<file path="config.mk">
export PLATFORM = sky130hd
export DESIGN_NAME = rgb565_pair_to_rgb888_blit
export DESIGN_NICKNAME = d
export VERILOG_FILES = /design/src/rtl/core/rpb_pkg.sv /design/src/rtl/core/rpb_fifo.sv /design/src/rtl/core/rpb_front.sv /design/src/rtl/core/rpb_back.sv /design/src/rtl/core/rgb565_pair_to_rgb888_blit.sv
export SDC_FILE = /design/constraint.sdc
export NUM_CORES = 1
export LEC_CHECK = 0
export BUFFER_PORTS_ARGS = -buffer_cell sky130_fd_sc_hd__buf_2
export CAP_MARGIN = 25
export CORE_MARGIN = 5
export CORE_UTILIZATION = 36
export DETAILED_ROUTE_END_ITERATION = 8
export MAX_ROUTING_LAYER = met4
export PLACE_DENSITY = 0.55
export SETUP_SLACK_MARGIN = 0.1
export SLEW_MARGIN = 10
export SYNTH_ARGS = -nofsm -noshare
export SYNTH_HDL_FRONTEND = slang
export SYNTH_SLANG_ARGS = --single-unit
</file>
<file path="constraint.sdc">
create_clock -name clk_i -period 16.3 [get_ports clk_i]
set_input_delay 2.445 -clock clk_i [delete_from_list [all_inputs] [get_ports clk_i]]
set_output_delay 2.445 -clock clk_i [all_outputs]
set_load 0.02 [all_outputs]
</file>
<file path="src/rtl/core/rpb_pkg.sv">
package rpb_pkg;

  localparam int unsigned CFG_INDEX_BITS = 3;

  localparam logic [CFG_INDEX_BITS-1:0] REG_FRAME_BASE      = 3'd0;
  localparam logic [CFG_INDEX_BITS-1:0] REG_SCREEN_WIDTH    = 3'd1;
  localparam logic [CFG_INDEX_BITS-1:0] REG_DEST_X          = 3'd2;
  localparam logic [CFG_INDEX_BITS-1:0] REG_DEST_Y          = 3'd3;
  localparam logic [CFG_INDEX_BITS-1:0] REG_BLIT_WIDTH      = 3'd4;
  localparam logic [CFG_INDEX_BITS-1:0] REG_BLIT_HEIGHT     = 3'd5;
  localparam logic [CFG_INDEX_BITS-1:0] REG_BYTES_PER_PIXEL = 3'd6;

  localparam int unsigned BPP_BITS = 3;
  localparam logic [BPP_BITS-1:0] BPP_RESET = 3'd3;

  localparam int unsigned WORD_BITS = 32;
  localparam int unsigned PIXEL_BITS = 16;

  // byte index within a word: 0..2 low pixel, 3..5 high pixel
  localparam int unsigned BYTE_IDX_BITS = 3;
  localparam logic [BYTE_IDX_BITS-1:0] BYTE_LAST_ONE = 3'd2;
  localparam logic [BYTE_IDX_BITS-1:0] BYTE_LAST_TWO = 3'd5;
  localparam logic [BYTE_IDX_BITS-1:0] BYTE_BLUE_LO  = 3'd0;
  localparam logic [BYTE_IDX_BITS-1:0] BYTE_GREEN_LO = 3'd1;
  localparam logic [BYTE_IDX_BITS-1:0] BYTE_RED_LO   = 3'd2;
  localparam logic [BYTE_IDX_BITS-1:0] BYTE_BLUE_HI  = 3'd3;
  localparam logic [BYTE_IDX_BITS-1:0] BYTE_GREEN_HI = 3'd4;
  localparam logic [BYTE_IDX_BITS-1:0] BYTE_RED_HI   = 3'd5;

  typedef struct packed {
    logic two_px;
    logic done;
  } word_ctl_t;

endpackage

</file>
<file path="src/rtl/core/rpb_fifo.sv">
module rpb_fifo #(
  parameter int unsigned WIDTH = 66,
  parameter int unsigned DEPTH = 4
) (
  input  logic             clk_i,
  input  logic             rst_ni,
  input  logic             push_i,
  input  logic [WIDTH-1:0] push_data_i,
  output logic             full_o,
  input  logic             pop_i,
  output logic [WIDTH-1:0] pop_data_o,
  output logic             empty_o
);

  localparam int unsigned PTR_BITS = (DEPTH > 1) ? $clog2(DEPTH) : 1;
  localparam int unsigned CNT_BITS = $clog2(DEPTH + 1);
  localparam logic [PTR_BITS-1:0] PTR_LAST = PTR_BITS'(DEPTH - 1);
  localparam logic [CNT_BITS-1:0] CNT_FULL = CNT_BITS'(DEPTH);

  logic [WIDTH-1:0]    mem_q [DEPTH];
  logic [PTR_BITS-1:0] wr_ptr_q, wr_ptr_d;
  logic [PTR_BITS-1:0] rd_ptr_q, rd_ptr_d;
  logic [CNT_BITS-1:0] count_q, count_d;

  assign full_o     = (count_q == CNT_FULL);
  assign empty_o    = (count_q == '0);
  assign pop_data_o = mem_q[rd_ptr_q];

  always_comb begin
    wr_ptr_d = wr_ptr_q;
    rd_ptr_d = rd_ptr_q;
    count_d  = count_q;
    if (push_i) begin
      wr_ptr_d = (wr_ptr_q == PTR_LAST) ? '0 : wr_ptr_q + 1'b1;
    end
    if (pop_i) begin
      rd_ptr_d = (rd_ptr_q == PTR_LAST) ? '0 : rd_ptr_q + 1'b1;
    end
    if (push_i && !pop_i) begin
      count_d = count_q + 1'b1;
    end else if (pop_i && !push_i) begin
      count_d = count_q - 1'b1;
    end
  end

  always_ff @(posedge clk_i or negedge rst_ni) begin
    if (!rst_ni) begin
      wr_ptr_q <= '0;
      rd_ptr_q <= '0;
      count_q  <= '0;
    end else begin
      wr_ptr_q <= wr_ptr_d;
      rd_ptr_q <= rd_ptr_d;
      count_q  <= count_d;
    end
  end

  always_ff @(posedge clk_i) begin
    if (push_i) begin
      mem_q[wr_ptr_q] <= push_data_i;
    end
  end

  a_no_overflow: assert property (@(posedge clk_i) disable iff (!rst_ni)
    push_i |-> (!full_o || pop_i))
    else $error("push into full queue");

  a_no_underflow: assert property (@(posedge clk_i) disable iff (!rst_ni)
    pop_i |-> !empty_o)
    else $error("pop from empty queue");

endmodule

</file>
<file path="src/rtl/core/rpb_front.sv">
module rpb_front #(
  parameter int unsigned DIM_BITS  = 12,
  parameter int unsigned ADDR_BITS = 32
) (
  input  logic                             clk_i,
  input  logic                             rst_ni,
  input  logic                             restart_i,
  input  logic [ADDR_BITS-1:0]             frame_base_i,
  input  logic [DIM_BITS-1:0]              screen_width_i,
  input  logic [DIM_BITS-1:0]              dest_x_i,
  input  logic [DIM_BITS-1:0]              dest_y_i,
  input  logic [DIM_BITS-1:0]              blit_width_i,
  input  logic [DIM_BITS-1:0]              blit_height_i,
  input  logic [rpb_pkg::BPP_BITS-1:0]     bytes_per_pixel_i,
  input  logic                             in_valid_i,
  output logic                             in_stall_o,
  input  logic [rpb_pkg::WORD_BITS-1:0]    source_word_i,
  output logic                             push_o,
  output logic [ADDR_BITS-1:0]             push_addr_o,
  output logic [rpb_pkg::WORD_BITS-1:0]    push_word_o,
  output rpb_pkg::word_ctl_t               push_ctl_o,
  input  logic                             full_i
);

  localparam int unsigned CW = DIM_BITS - 1;
  localparam int unsigned PW = 2 * DIM_BITS + 2;
  localparam int unsigned SW = PW + rpb_pkg::BPP_BITS;
  localparam int unsigned EW = (ADDR_BITS > SW) ? ADDR_BITS : SW;

  logic [DIM_BITS-1:0] row_q, row_d;
  logic [CW-1:0]       col_q, col_d;

  logic [DIM_BITS:0]   w_plus;
  logic [DIM_BITS-1:0] per_row_m1;
  logic                active;
  logic                row_end;
  logic                row_last;
  logic                accept;
  logic                s1_free;
  logic                s2_free;

  logic                          s1_v_q;
  logic [rpb_pkg::WORD_BITS-1:0] s1_word_q;
  logic [DIM_BITS-1:0]           s1_row_q;
  logic [CW-1:0]                 s1_col_q;
  rpb_pkg::word_ctl_t            s1_ctl_q;

  logic                          s2_v_q;
  logic [PW-1:0]                 s2_prod_q;
  logic [rpb_pkg::WORD_BITS-1:0] s2_word_q;
  logic [CW-1:0]                 s2_col_q;
  rpb_pkg::word_ctl_t            s2_ctl_q;

  logic [DIM_BITS:0] line;
  logic [PW-1:0]     prod_d;
  logic [SW-1:0]     scaled;
  logic [EW-1:0]     col_bytes;
  logic [EW-1:0]     addr_sum;

  assign w_plus     = {1'b0, blit_width_i} + 1'b1;
  assign per_row_m1 = w_plus[DIM_BITS:1] - 1'b1;
  assign active     = (blit_width_i != '0) && (blit_height_i != '0);
  assign row_end    = ({1'b0, col_q} == per_row_m1);
  assign row_last   = (row_q == blit_height_i - 1'b1);

  assign s2_free    = !s2_v_q || !full_i;
  assign s1_free    = !s1_v_q || s2_free;
  assign in_stall_o = !s1_free;
  assign accept     = in_valid_i && s1_free;

  always_comb begin
    row_d = row_q;
    col_d = col_q;
    if (restart_i) begin
      row_d = '0;
      col_d = '0;
    end else if (accept && active) begin
      if (row_end) begin
        col_d = '0;
        row_d = row_last ? '0 : row_q + 1'b1;
      end else begin
        col_d = col_q + 1'b1;
      end
    end
  end

  always_ff @(posedge clk_i or negedge rst_ni) begin
    if (!rst_ni) begin
      row_q  <= '0;
      col_q  <= '0;
      s1_v_q <= 1'b0;
      s2_v_q <= 1'b0;
    end else begin
      row_q <= row_d;
      col_q <= col_d;
      if (s1_free) begin
        s1_v_q <= accept && active;
      end
      if (s2_free) begin
        s2_v_q <= s1_v_q;
      end
    end
  end

  // row start: ((dest_y + row) * screen_width + dest_x), scaled in the next stage
  assign line   = {1'b0, dest_y_i} + {1'b0, s1_row_q};
  assign prod_d = PW'(line) * PW'(screen_width_i) + PW'(dest_x_i);

  always_ff @(posedge clk_i) begin
    if (accept) begin
      s1_word_q       <= source_word_i;
      s1_row_q        <= row_q;
      s1_col_q        <= col_q;
      s1_ctl_q.two_px <= !(row_end && blit_width_i[0]);
      s1_ctl_q.done   <= row_end && row_last;
    end
    if (s1_v_q && s2_free) begin
      s2_prod_q <= prod_d;
      s2_word_q <= s1_word_q;
      s2_col_q  <= s1_col_q;
      s2_ctl_q  <= s1_ctl_q;
    end
  end

  assign scaled    = SW'(s2_prod_q) * SW'(bytes_per_pixel_i);
  assign col_bytes = (EW'(s2_col_q) << 2) + (EW'(s2_col_q) << 1);
  assign addr_sum  = EW'(frame_base_i) + EW'(scaled) + col_bytes;

  assign push_o      = s2_v_q && !full_i;
  assign push_addr_o = addr_sum[ADDR_BITS-1:0];
  assign push_word_o = s2_word_q;
  assign push_ctl_o  = s2_ctl_q;

  a_restart_clears: assert property (@(posedge clk_i) disable iff (!rst_ni)
    restart_i |=> (row_q == '0 && col_q == '0))
    else $error("position not cleared on restart");

endmodule

</file>
<file path="src/rtl/core/rpb_back.sv">
module rpb_back #(
  parameter int unsigned ADDR_BITS = 32
) (
  input  logic                          clk_i,
  input  logic                          rst_ni,
  input  logic                          empty_i,
  input  logic [ADDR_BITS-1:0]          head_addr_i,
  input  logic [rpb_pkg::WORD_BITS-1:0] head_word_i,
  input  rpb_pkg::word_ctl_t            head_ctl_i,
  output logic                          pop_o,
  output logic                          out_valid_o,
  input  logic                          out_stall_i,
  output logic [ADDR_BITS-1:0]          write_address_o,
  output logic [7:0]                    write_byte_o,
  output logic                          last_of_word_o,
  output logic                          blit_done_o
);

  logic                                cur_v_q;
  logic [ADDR_BITS-1:0]                cur_addr_q;
  logic [rpb_pkg::WORD_BITS-1:0]       cur_word_q;
  rpb_pkg::word_ctl_t                  cur_ctl_q;
  logic [rpb_pkg::BYTE_IDX_BITS-1:0]   k_q;

  logic                                out_v_q;
  logic [ADDR_BITS-1:0]                out_addr_q;
  logic [7:0]                          out_byte_q;
  logic                                out_last_q;
  logic                                out_done_q;

  logic                                out_free;
  logic                                emit;
  logic                                cur_last;
  logic                                load;
  logic [rpb_pkg::BYTE_IDX_BITS-1:0]   k_last;
  logic [rpb_pkg::PIXEL_BITS-1:0]      px;
  logic [7:0]                          byte_d;

  assign k_last   = cur_ctl_q.two_px ? rpb_pkg::BYTE_LAST_TWO : rpb_pkg::BYTE_LAST_ONE;
  assign cur_last = (k_q == k_last);
  assign out_free = !out_v_q || !out_stall_i;
  assign emit     = cur_v_q && out_free;
  assign load     = !empty_i && (!cur_v_q || (emit && cur_last));
  assign pop_o    = load;

  assign px = (k_q >= rpb_pkg::BYTE_BLUE_HI) ? cur_word_q[31:16] : cur_word_q[15:0];

  always_comb begin
    case (k_q)
      rpb_pkg::BYTE_BLUE_LO, rpb_pkg::BYTE_BLUE_HI:   byte_d = {px[4:0], 3'b000};
      rpb_pkg::BYTE_GREEN_LO, rpb_pkg::BYTE_GREEN_HI: byte_d = {px[10:6], 3'b000};
      rpb_pkg::BYTE_RED_LO, rpb_pkg::BYTE_RED_HI:     byte_d = {px[15:11], 3'b000};
      default:                                        byte_d = '0;
    endcase
  end

  always_ff @(posedge clk_i or negedge rst_ni) begin
    if (!rst_ni) begin
      cur_v_q <= 1'b0;
      k_q     <= '0;
      out_v_q <= 1'b0;
    end else begin
      if (load) begin
        cur_v_q <= 1'b1;
        k_q     <= '0;
      end else if (emit && cur_last) begin
        cur_v_q <= 1'b0;
      end else if (emit) begin
        k_q <= k_q + 1'b1;
      end
      if (out_free) begin
        out_v_q <= cur_v_q;
      end
    end
  end

  always_ff @(posedge clk_i) begin
    if (load) begin
      cur_addr_q <= head_addr_i;
      cur_word_q <= head_word_i;
      cur_ctl_q  <= head_ctl_i;
    end
    if (emit) begin
      out_addr_q <= cur_addr_q + ADDR_BITS'(k_q);
      out_byte_q <= byte_d;
      out_last_q <= cur_last;
      out_done_q <= cur_last && cur_ctl_q.done;
    end
  end

  assign out_valid_o     = out_v_q;
  assign write_address_o = out_addr_q;
  assign write_byte_o    = out_byte_q;
  assign last_of_word_o  = out_last_q;
  assign blit_done_o     = out_done_q;

  a_index_in_range: assert property (@(posedge clk_i) disable iff (!rst_ni)
    cur_v_q |-> (k_q <= k_last))
    else $error("byte index past end of word");

  a_done_on_last: assert property (@(posedge clk_i) disable iff (!rst_ni)
    (out_v_q && out_done_q) |-> out_last_q)
    else $error("blit end flagged on a byte that does not end its word");

endmodule

</file>
<file path="src/rtl/core/rgb565_pair_to_rgb888_blit.sv">
// RGB565 pair to RGB888 byte blit.
// Input channel: in_valid_i / in_stall_o with source_word_i, two RGB565
// pixels per word, low half first. Output channel: out_valid_o /
// out_stall_i, one byte write per transfer: write_address_o, write_byte_o
// (blue, green, red per pixel), last_of_word_o on the final byte of a
// word and blit_done_o on the final byte of the blit. A word gives six
// bytes, or three for the closing word of an odd-width row.
// Config: cfg_we_i writes register cfg_index_i (0 frame_base ..
// 6 bytes_per_pixel) and restarts the blit at row zero; index 7 is ignored.
// A word passes front stages s1 and s2, the queue, then the current-word
// and output registers. Throughput: one output byte per cycle while the
// receiver does not stall; the back-end byte sequencer sets that rate.
// The front end computes the row address in two stages and fills a small
// word queue, so words are taken while earlier ones are still being written out.
// When the receiver stalls, the output holds and the queue fills; the
// input stalls once the queue and front stages are full.
// Reset: registers return to their defaults (base 0, screen width 1,
// x 0, y 0, width 1, height 1, three bytes per pixel), position row zero.
module rgb565_pair_to_rgb888_blit #(
  parameter int unsigned DIM_BITS    = 12,
  parameter int unsigned ADDR_BITS   = 32,
  parameter int unsigned QUEUE_DEPTH = 4
) (
  input  logic                                  clk_i,
  input  logic                                  rst_ni,
  input  logic                                  cfg_we_i,
  input  logic [rpb_pkg::CFG_INDEX_BITS-1:0]    cfg_index_i,
  input  logic [((ADDR_BITS > DIM_BITS) ? ADDR_BITS : DIM_BITS)-1:0] cfg_data_i,
  input  logic                                  in_valid_i,
  output logic                                  in_stall_o,
  input  logic [rpb_pkg::WORD_BITS-1:0]         source_word_i,
  output logic                                  out_valid_o,
  input  logic                                  out_stall_i,
  output logic [ADDR_BITS-1:0]                  write_address_o,
  output logic [7:0]                            write_byte_o,
  output logic                                  last_of_word_o,
  output logic                                  blit_done_o
);

  localparam int unsigned ENTRY_BITS = ADDR_BITS + rpb_pkg::WORD_BITS
                                       + $bits(rpb_pkg::word_ctl_t);

  logic [ADDR_BITS-1:0]             frame_base_q;
  logic [DIM_BITS-1:0]              screen_width_q;
  logic [DIM_BITS-1:0]              dest_x_q;
  logic [DIM_BITS-1:0]              dest_y_q;
  logic [DIM_BITS-1:0]              blit_width_q;
  logic [DIM_BITS-1:0]              blit_height_q;
  logic [rpb_pkg::BPP_BITS-1:0]     bytes_per_pixel_q;
  logic                             restart;

  logic                             push;
  logic [ADDR_BITS-1:0]             push_addr;
  logic [rpb_pkg::WORD_BITS-1:0]    push_word;
  rpb_pkg::word_ctl_t               push_ctl;
  logic                             full;
  logic                             empty;
  logic                             pop;
  logic [ENTRY_BITS-1:0]            head;
  logic [ADDR_BITS-1:0]             head_addr;
  logic [rpb_pkg::WORD_BITS-1:0]    head_word;
  rpb_pkg::word_ctl_t               head_ctl;

  assign restart = cfg_we_i && (cfg_index_i <= rpb_pkg::REG_BYTES_PER_PIXEL);

  always_ff @(posedge clk_i or negedge rst_ni) begin
    if (!rst_ni) begin
      frame_base_q      <= '0;
      screen_width_q    <= DIM_BITS'(1);
      dest_x_q          <= '0;
      dest_y_q          <= '0;
      blit_width_q      <= DIM_BITS'(1);
      blit_height_q     <= DIM_BITS'(1);
      bytes_per_pixel_q <= rpb_pkg::BPP_RESET;
    end else if (cfg_we_i) begin
      case (cfg_index_i)
        rpb_pkg::REG_FRAME_BASE:      frame_base_q      <= cfg_data_i[ADDR_BITS-1:0];
        rpb_pkg::REG_SCREEN_WIDTH:    screen_width_q    <= cfg_data_i[DIM_BITS-1:0];
        rpb_pkg::REG_DEST_X:          dest_x_q          <= cfg_data_i[DIM_BITS-1:0];
        rpb_pkg::REG_DEST_Y:          dest_y_q          <= cfg_data_i[DIM_BITS-1:0];
        rpb_pkg::REG_BLIT_WIDTH:      blit_width_q      <= cfg_data_i[DIM_BITS-1:0];
        rpb_pkg::REG_BLIT_HEIGHT:     blit_height_q     <= cfg_data_i[DIM_BITS-1:0];
        rpb_pkg::REG_BYTES_PER_PIXEL: bytes_per_pixel_q <= cfg_data_i[rpb_pkg::BPP_BITS-1:0];
        default: ;
      endcase
    end
  end

  rpb_front #(
    .DIM_BITS  (DIM_BITS),
    .ADDR_BITS (ADDR_BITS)
  ) u_front (
    .clk_i             (clk_i),
    .rst_ni            (rst_ni),
    .restart_i         (restart),
    .frame_base_i      (frame_base_q),
    .screen_width_i    (screen_width_q),
    .dest_x_i          (dest_x_q),
    .dest_y_i          (dest_y_q),
    .blit_width_i      (blit_width_q),
    .blit_height_i     (blit_height_q),
    .bytes_per_pixel_i (bytes_per_pixel_q),
    .in_valid_i        (in_valid_i),
    .in_stall_o        (in_stall_o),
    .source_word_i     (source_word_i),
    .push_o            (push),
    .push_addr_o       (push_addr),
    .push_word_o       (push_word),
    .push_ctl_o        (push_ctl),
    .full_i            (full)
  );

  rpb_fifo #(
    .WIDTH (ENTRY_BITS),
    .DEPTH (QUEUE_DEPTH)
  ) u_fifo (
    .clk_i       (clk_i),
    .rst_ni      (rst_ni),
    .push_i      (push),
    .push_data_i ({push_addr, push_word, push_ctl}),
    .full_o      (full),
    .pop_i       (pop),
    .pop_data_o  (head),
    .empty_o     (empty)
  );

  assign {head_addr, head_word, head_ctl} = head;

  rpb_back #(
    .ADDR_BITS (ADDR_BITS)
  ) u_back (
    .clk_i           (clk_i),
    .rst_ni          (rst_ni),
    .empty_i         (empty),
    .head_addr_i     (head_addr),
    .head_word_i     (head_word),
    .head_ctl_i      (head_ctl),
    .pop_o           (pop),
    .out_valid_o     (out_valid_o),
    .out_stall_i     (out_stall_i),
    .write_address_o (write_address_o),
    .write_byte_o    (write_byte_o),
    .last_of_word_o  (last_of_word_o),
    .blit_done_o     (blit_done_o)
  );

endmodule

</file>
* Word level (Yosys, flattened, before mapping)
Memory sizes are Yosys's and may differ from the RTL's. A register that Yosys moved wholly into a read port is not among the register bits.
Index checks and enable logic that the tools add are counted.
** Storage, ports and cells
- Register bits :: 302
- RAM bits :: 264
- Input bits :: 72
- Memories :: 1
** Cells by class
- Add/subtract/negate cells :: 16
- Multiply operators :: 2
- Order comparisons :: 2
- Eq/ne operators :: 18
- Muxes and demuxes :: 21
- Reductions and logical operators :: 51
** Memories
- u_fifo.mem_q :: depth 4, width 66, rd ports 1, clocked after memory_dff 1, wr ports 1, line rpb_fifo.sv:20 : logic [WIDTH-1:0] mem_q [DEPTH];
** Operators by type and width (number)
- 2-to-1 mux 12 bit :: 4
- 2-to-1 mux 11 bit :: 3
- adder 32 x 29 -> 32 bit :: 1
- adder 32 x 3 -> 32 bit :: 1
- adder 32 bit :: 1
- multiplier 26 x 3 -> 29 bit :: 1
- adder 25 x 12 -> 26 bit :: 1
- multiplier 13 x 12 -> 25 bit :: 1
- one-hot mux 8 bit (3 select lines) :: 1
- nonzero test 12 bit :: 2
- subtractor 12 x 1 -> 12 bit (second input constant) :: 2
- equality test 3 bit (second input constant) :: 6
- 2-to-1 mux 3 bit :: 6
- AND reduction 2 bit :: 9
- 2-to-1 mux 16 bit :: 1
- adder 13 x 12 -> 14 bit :: 1
- logical AND 1 bit :: 14
- adder 12 x 1 -> 13 bit (second input constant) :: 1
- adder 12 x 12 -> 13 bit :: 1
- adder 12 x 1 -> 12 bit (second input constant) :: 1
- equality test 11 x 12 -> 1 bit :: 1
- equality test 12 bit :: 1
- equality test 3 x 2 -> 1 bit (second input constant) :: 4
- adder 11 x 1 -> 11 bit (second input constant) :: 1
- 16 further kinds :: 45

* Longest topological paths before layout
Gate-level depths: netlist of the first run.
- Word-level depth :: 9
- Gate-level depth with buffers :: 30
- Mapped depth without buffers :: 29

* Cells and area by module
A second synthesis of the first run with hierarchy kept.
** Second synthesis, totals
- Cell total of the unflattened synthesis :: 2472
- Area, all modules :: 34230.3 um2
** By module, submodules not included
- rpb_front :: instances 1, cells an instance 1630, area each 16314.4 um2
- rpb_fifo :: instances 1, cells an instance 382, area each 9958.3 um2
- rpb_back :: instances 1, cells an instance 253, area each 4329.2 um2
- rgb565_pair_to_rgb888_blit :: instances 1, cells an instance 207, area each 3628.5 um2

* Worst setup path after synthesis of the first run
No wires, ideal clock.
- Path kind :: input to register
- Start :: input in_valid_i
- End :: register u_front.col_q[7]
- Data arrival time :: 8160 ps
- Data required time :: 16206 ps
- Path slack :: 8046 ps
- Cell stages on the path :: 7
- Path buffers :: 0
- Path through :: a21boi_0 o211a_1 nor2_1 nor2b_1 nand3_1 or3_1 a211oi_1
** Between the ends
- Longest elaborated chain between the ends :: 3
** Ends and longest elaborated chain
- from (decl) :: line rgb565_pair_to_rgb888_blit.sv:29 : input logic in_valid_i,
- logical AND 1 bit :: line rpb_front.sv:69 : assign accept = in_valid_i && s1_free;
- logical AND 1 bit :: line rpb_front.sv:77 : end else if (accept && active) begin
- nonzero test 2 bit (no source line)
- to (signal assigned) :: line rpb_front.sv:95 : col_q <= col_d;
- to (decl) :: line rpb_front.sv:31 : logic [CW-1:0] col_q, col_d;
Every way passes these cells.
A chain may end at the register's enable or synchronous reset.

* Worst setup path after layout of the first run
- Start :: register dest_y_q[0]
- End :: register u_front.s2_prod_q[21] (data pin)
** Between the ends
- Longest elaborated chain between the ends :: 3
** Ends and longest elaborated chain
- from (decl) :: line rgb565_pair_to_rgb888_blit.sv:46 : logic [DIM_BITS-1:0] dest_y_q;
- from (signal assigned) :: line rgb565_pair_to_rgb888_blit.sv:80 : rpb_pkg::REG_DEST_Y: dest_y_q <= cfg_data_i[DIM_BITS-1:0];
- adder 12 x 12 -> 13 bit :: line rpb_front.sv:106 : assign line = {1'b0, dest_y_i} + {1'b0, s1_row_q};
- multiplier 13 x 12 -> 25 bit :: line rpb_front.sv:107 : assign prod_d = PW'(line) * PW'(screen_width_i) + PW'(dest_x_i);
- adder 25 x 12 -> 26 bit :: line rpb_front.sv:107
- net u_front.prod_d[21] :: line rpb_front.sv:55 : logic [PW-1:0] prod_d;
- to (signal assigned) :: line rpb_front.sv:118 : s2_prod_q <= prod_d;
- to (decl) :: line rpb_front.sv:49 : logic [PW-1:0] s2_prod_q;
The timed path passes the listed nets, and every way through them passes these cells.

==> impl_results.md, run 1 <==
- Clock buffer depth: 3
- Avg Cell Area, Syn: 13.4 um^2
- Layout Nets: 3068
- Dpl hpwl: 47700 um
- Type of origin of the critical path: register
- Largest net degree at the start of global routing: 73
- Register area: 17800 um^2
- Final Non-Filler Cells: 3948
- N_diodes: 0
- Avg WL per Cell: 17.1 um
- Commonest cells after routing, fill and taps aside: 483 x edfxtp_1, 314 x inv_1, 229 x nand2_1
- Arr. time, crit path: 8820 ps
- Num rows: 112
- CTS Buf Count: 70
- H-tree lvl count: 3
- Post-Route WL: 67600 um
- DRT antenna net count: 0
- Final hold vios: 0
- Post_cts resized: 0
- Slew at the pin with the worst max-slew slack: 1070 ps
- Primary FF master, synth: edfxtp_1
- IO Port Bufs: 110
- Global-route wire length before repair: 110000 um
- Synth Instances: 2512
- Via/cell ratio: 4.85
- Post-synthesis cell area: 33700 um^2
- Vias in the first global route: 20400
- Clock Pin Slew Worst Setup and Hold Paths: 60 ps
- Period utilization: 0.520
- Setup violators final: 0
- Critical path type: reg2reg
- Filler cells: 8602
- Total global routing overflow: 0
- Commonest non-fill, non-tap cell in the layout: edfxtp_1
- Multi-input gate area: 14400 um^2
- Area growth from synthesis to layout: 13.0%
- CP max stage delay: 770 ps
- Fmax: 118 MHz
- Total track usage: 0.141
- Share of cells above drive strength 1: 0.160
- Hold buffers post-CTS: 0
- Seq/Total Area, Yosys: 0.528
- Fin crit period: 8470 ps
- Post-synth cell types: 92
- GP Congestion: 0.835
- Async S/R FF share, synth: 0.215
- Root buffer cell: clkbuf_16
- Die X-Extent: 316 um
- Fin Clk Skew: 29.9 ps
- Core area: 93200 um^2
- Most used cell, CP: fa_1
- Worst EP required: 16650 ps
- Slew Viols, Final: 0
- Slowest CP cell: xor2_1
- Residual DRC count: 0
- Starting Density: 0.362
- Crit Path Max Fanout: 12
- Drt initial violations: 930
- Die Height: 316 um
- Inst Count DP: 3816
- Post-synth EDFFs: 483
- Setup TNS: 0 ps
- Drt first pass iters: 8
- Worst setup EP type: register
- Die Footprint: 99900 um^2
- Ys Warns: 0
- Synthesis-stage register bit count: 615
- Initial antenna violation count: 1
- Post-CTS setup buffers: 0
- Clock Latency Late Sink: 620 ps
- Status: completed
- Max cap viols: 0
- CTS tree: yes
- Rel. slew slack: 0.285
- RSZ-0062 raised after global routing: false
- Vias: 19100
- Clock Sinks: 615
- Min-delay worst type: reg2reg
- I/O pins: 116
[cell usage after synthesis (58+ instances only)]
library cell | n | area share
fa_1 | 190 | 0.11
and2_1 | 108 | 0.020
a21oi_1 | 58 | 0.0086
clkbuf_1 | 58 | 0.0065
mux4_2 | 64 | 0.043
edfxtp_1 | 483 | 0.43
ha_1 | 166 | 0.062
nand2_1 | 229 | 0.025
dfrtp_1 | 127 | 0.094
mux2_2 | 84 | 0.028
inv_1 | 314 | 0.035
xnor2_1 | 92 | 0.024
[metrics by stage]
stage,hold slack (ps),util,setup WS (ps),instance area (um^2)
finish,395,0.409,7830,38100
global route,402,0.409,7130,38100
CTS,400,0.408,7740,38000
detailed placement,405,0.383,7760,35700
global placement,403,0.383,7940,35700
floorplan,400,-,8050,33700
[worst paths after layout]
check / startpoint / end / slack, ps / cells past startpoint
worst max-delay path: dest_y_q[0]$_DFFE_PN0P_ / u_front.s2_prod_q[21]$_DFFE_PP_ / 7830 / 29
worst min-delay path: u_front.s1_ctl_q[0]$_DFFE_PP_ / u_front.push_ctl_o[0]$_DFFE_PP_ / 400 / 0
worst max register to register: dest_y_q[0]$_DFFE_PN0P_ / u_front.s2_prod_q[21]$_DFFE_PP_ / 7830 / 29
worst min register to register: u_front.s1_ctl_q[0]$_DFFE_PP_ / u_front.push_ctl_o[0]$_DFFE_PP_ / 400 / 0
max in group asynchronous: rst_ni / screen_width_q[0]$_DFFE_PN1P_ / 13280 / 3
min in group asynchronous: rst_ni / frame_base_q[20]$_DFFE_PN0P_ / 1820 / 1
[area by class of cell]
type                       instances  area share
timing repair buffer             136      0.0206
sequential                       615       0.468
multi-input combinational       1503       0.379
clock inverter                    39      0.0126
clock buffer                      87      0.0485
tap                             1254      0.0412
inverter                         314      0.0309
[worst max-delay path: cells and delay by family, from the launching register on]
kind | cells | cell delay (ps)
xor+xnor | 2 | 850
flops | 1 | 380
simple gates | 1 | 250
compound gates | 14 | 3230
fa+ha+maj | 8 | 3240
buf+inv | 4 | 260
[logic make-up (layout without fill, tap and decap cells)]
| kind of cell | after synthesis | after routing | share of synthesized area |
|---|---|---|---|
| AOI/OAI and AO/OA | 269 | 269 | 0.0555 |
| xor gates and xnor gates | 141 | 141 | 0.0370 |
| adders and majority gates | 356 | 356 | 0.174 |
| buffers and inverters | 396 | 576 | 0.0459 |
| DFF | 615 | 615 | 0.528 |
| muxes | 158 | 158 | 0.0738 |
| other | 1 | 3 | 0.000111 |
| and+or+nand+nor | 576 | 576 | 0.0854 |
[registers in the layout (all words and copies together) (netlist names), 3 cells and up]
signal	cells
u_back.write_byte_o	5
u_front.push_word_o	30
u_back.write_address_o	32
u_front.s1_row_q	12
dest_y_q	12
u_front.row_q	12
u_fifo.mem_q	256
u_front.s2_prod_q	26
u_front.s2_col_q	11
u_back.k_q	3
u_fifo.count_q	3
u_front.s1_word_q	30
u_front.s1_col_q	11
frame_base_q	32
u_back.cur_addr_q	32
u_front.col_q	11
u_back.cur_word_q	30
bytes_per_pixel_q	3
blit_width_q	12
screen_width_q	12
blit_height_q	12
dest_x_q	12
[per-layer routing]
layer | global-route usage | routed length, um | vias to the layer above
met5 | - | 0 | -
met4 | 0.0400 | 1740 | 0
met3 | 0.0225 | 2600 | 102
met2 | 0.233 | 32300 | 322
met1 | 0.183 | 31000 | 9648
li1 | - | - | 9058
Power of run 1 is left out: the tool's default activity adds up to more than one toggle a clock period on the data nets, which glitch-free logic cannot reach.
==> run 2: changes to the inputs <==
--- a/config.mk
+++ b/config.mk
@@ -11,7 +11,7 @@
 export CORE_UTILIZATION = 36
 export DETAILED_ROUTE_END_ITERATION = 8
 export MAX_ROUTING_LAYER = met4
-export PLACE_DENSITY = 0.55
+export PLACE_DENSITY = 0.57
 export SETUP_SLACK_MARGIN = 0.1
 export SLEW_MARGIN = 10
 export SYNTH_ARGS = -nofsm -noshare
==> constraint.sdc (replaced) <==
create_clock -name clk_i -period 6.98 [get_ports clk_i]
set_input_delay 1.047 -clock clk_i [delete_from_list [all_inputs] [get_ports clk_i]]
set_output_delay 1.047 -clock clk_i [all_outputs]
set_load 0.02 [all_outputs]
==> run 2 against run 1 <==
Effect of this change: wire length is 1.8% higher; flip-flop and latch count unchanged; register-to-register slack lost 7700 ps; final area is 2.1% higher; cell count rose by 1.3%; clock skew fell by 8.5 ps; critical path type unchanged.
==> impl_results.md, run 2 (same netlist as run 1, synthesis figures left out) <==
- Fin crit period: 6880 ps
- DRT antenna net count: 0
- Rel. slew slack: 0.292
- Layout Nets: 3116
- GP Congestion: 0.818
- Largest net degree at the start of global routing: 73
- Vias: 19400
- IO Port Bufs: 110
- Drt first pass iters: 5
- Dpl hpwl: 48700 um
- Clock buffer depth: 3
- RSZ-0062 raised after global routing: true
- Avg WL per Cell: 17.2 um
- CP max stage delay: 540 ps
- Post-route design area: 38900 um^2
- Slew Viols, Final: 0
- Crit. Startpoint: u_front.s1_row_q[1]$_DFFE_PP_
- H-tree lvl count: 3
- Most used cell, CP: fa_1
- Reg with most FFs: u_fifo.mem_q
- Drt initial violations: 1112
- Num rows: 112
- CTS tree: yes
- Global-route wire length before repair: 112000 um
- Clock Pin Slew Worst Setup and Hold Paths: 60 ps
- Fin Clk Skew: 21.4 ps
- Inst Count DP: 3851
- Commonest non-fill, non-tap cell in the layout: edfxtp_1
- Worst EP required: 7340 ps
- Hold buffers post-CTS: 0
- Starting Density: 0.362
- Slowest CP cell: fa_1
- Die Height: 316 um
- Largest register FFs: 256
- I/O pins: 116
- Die X-Extent: 316 um
- Final Non-Filler Cells: 4001
- Area growth from synthesis to layout: 15.3%
- Min-delay worst type: in2async
- Core area: 93200 um^2
- CTS Buf Count: 70
- Die Footprint: 99900 um^2
- Area post-placement: 36000 um^2
- Fmax: 145 MHz
- Post-Route WL: 68900 um
- Commonest cells after routing, fill and taps aside: 483 x edfxtp_1, 299 x inv_1, 228 x nand2_1
- Place WS: -254 ps
- Worst reg2reg path startpoint: u_front.s1_row_q[1]$_DFFE_PP_
- Vias in the first global route: 20600
- Critical path type: reg2reg
- Setup violators final: 0
- Total global routing overflow: 0
- Type of origin of the critical path: register
- Max cap viols: 0
- Residual DRC count: 0
- Crit Path Max Fanout: 4
- Final hold vios: 0
- Slew at the pin with the worst max-slew slack: 1030 ps
- Period utilization: 0.985
- Clock Sinks: 615
- Clock Latency Late Sink: 620 ps
- Fin worst setup slack: 102 ps
- Share of cells above drive strength 1: 0.202
- Total track usage: 0.144
- Filler cells: 8506
- Worst setup EP type: register
- Status: completed
- Arr. time, crit path: 7230 ps
- Root buffer cell: clkbuf_16
- Via/cell ratio: 4.84
- Initial antenna violation count: 6
## run 2: area by class of cell
class                   count  area, um^2  area share
inverters                 314        1180      0.0303
repair buffers            184        1150      0.0295
clock buffers              85        1850      0.0475
clock inverters            45         488      0.0125
diodes                      1        2.50   0.0000643
multi-input cells        1503       14800       0.382
flip-flops and latches    615       17800       0.458
well taps                1254        1570      0.0403
## run 2: timing repair
item,4_1_cts,5_1_grt
pin swaps,76,48
endpoints found under the setup margin,9,10
buffers inserted,9,9
resized for setup,56,22
## run 2: critical path: cells and delay by family, from the launching register on
kind / cells / cell delay (ps)
flops: 1 / 410
buf+inv: 4 / 210
compound gates: 13 / 2180
fa+ha+maj: 7 / 2920
xor+xnor: 2 / 280
simple gates: 2 / 620
## run 2: per-stage QoR
stage / hold WS, ps / util / TNS (ps)
6_report: 389 / 0.417 / 0
2_1_floorplan: 400 / - / 0
5_1_grt: 415 / 0.417 / -959
3_5_place_dp: 405 / 0.387 / -1340
3_3_place_gp: 403 / 0.386 / -638
4_1_cts: 386 / 0.415 / 0
## run 2: routing by layer
metal	routed length (um)	track usage
met5	0	-
met4	1530	0.0390
met3	2520	0.0216
met2	33800	0.240
met1	31000	0.186
## run 2: path summary, 6_finish.rpt
kind	end	slack [ps]	cells past startpoint
worst max-delay path	u_front.s2_prod_q[21]$_DFFE_PP_	100	28
worst min-delay path	frame_base_q[29]$_DFFE_PN0P_	390	1
worst max register to register	u_front.s2_prod_q[21]$_DFFE_PP_	100	28
worst min register to register	u_front.push_word_o[27]$_DFFE_PP_	410	0
max in group asynchronous	screen_width_q[0]$_DFFE_PN1P_	5450	3
min in group clk_i	u_front.push_word_o[27]$_DFFE_PP_	410	0
Power of run 2 is left out for the same reason.
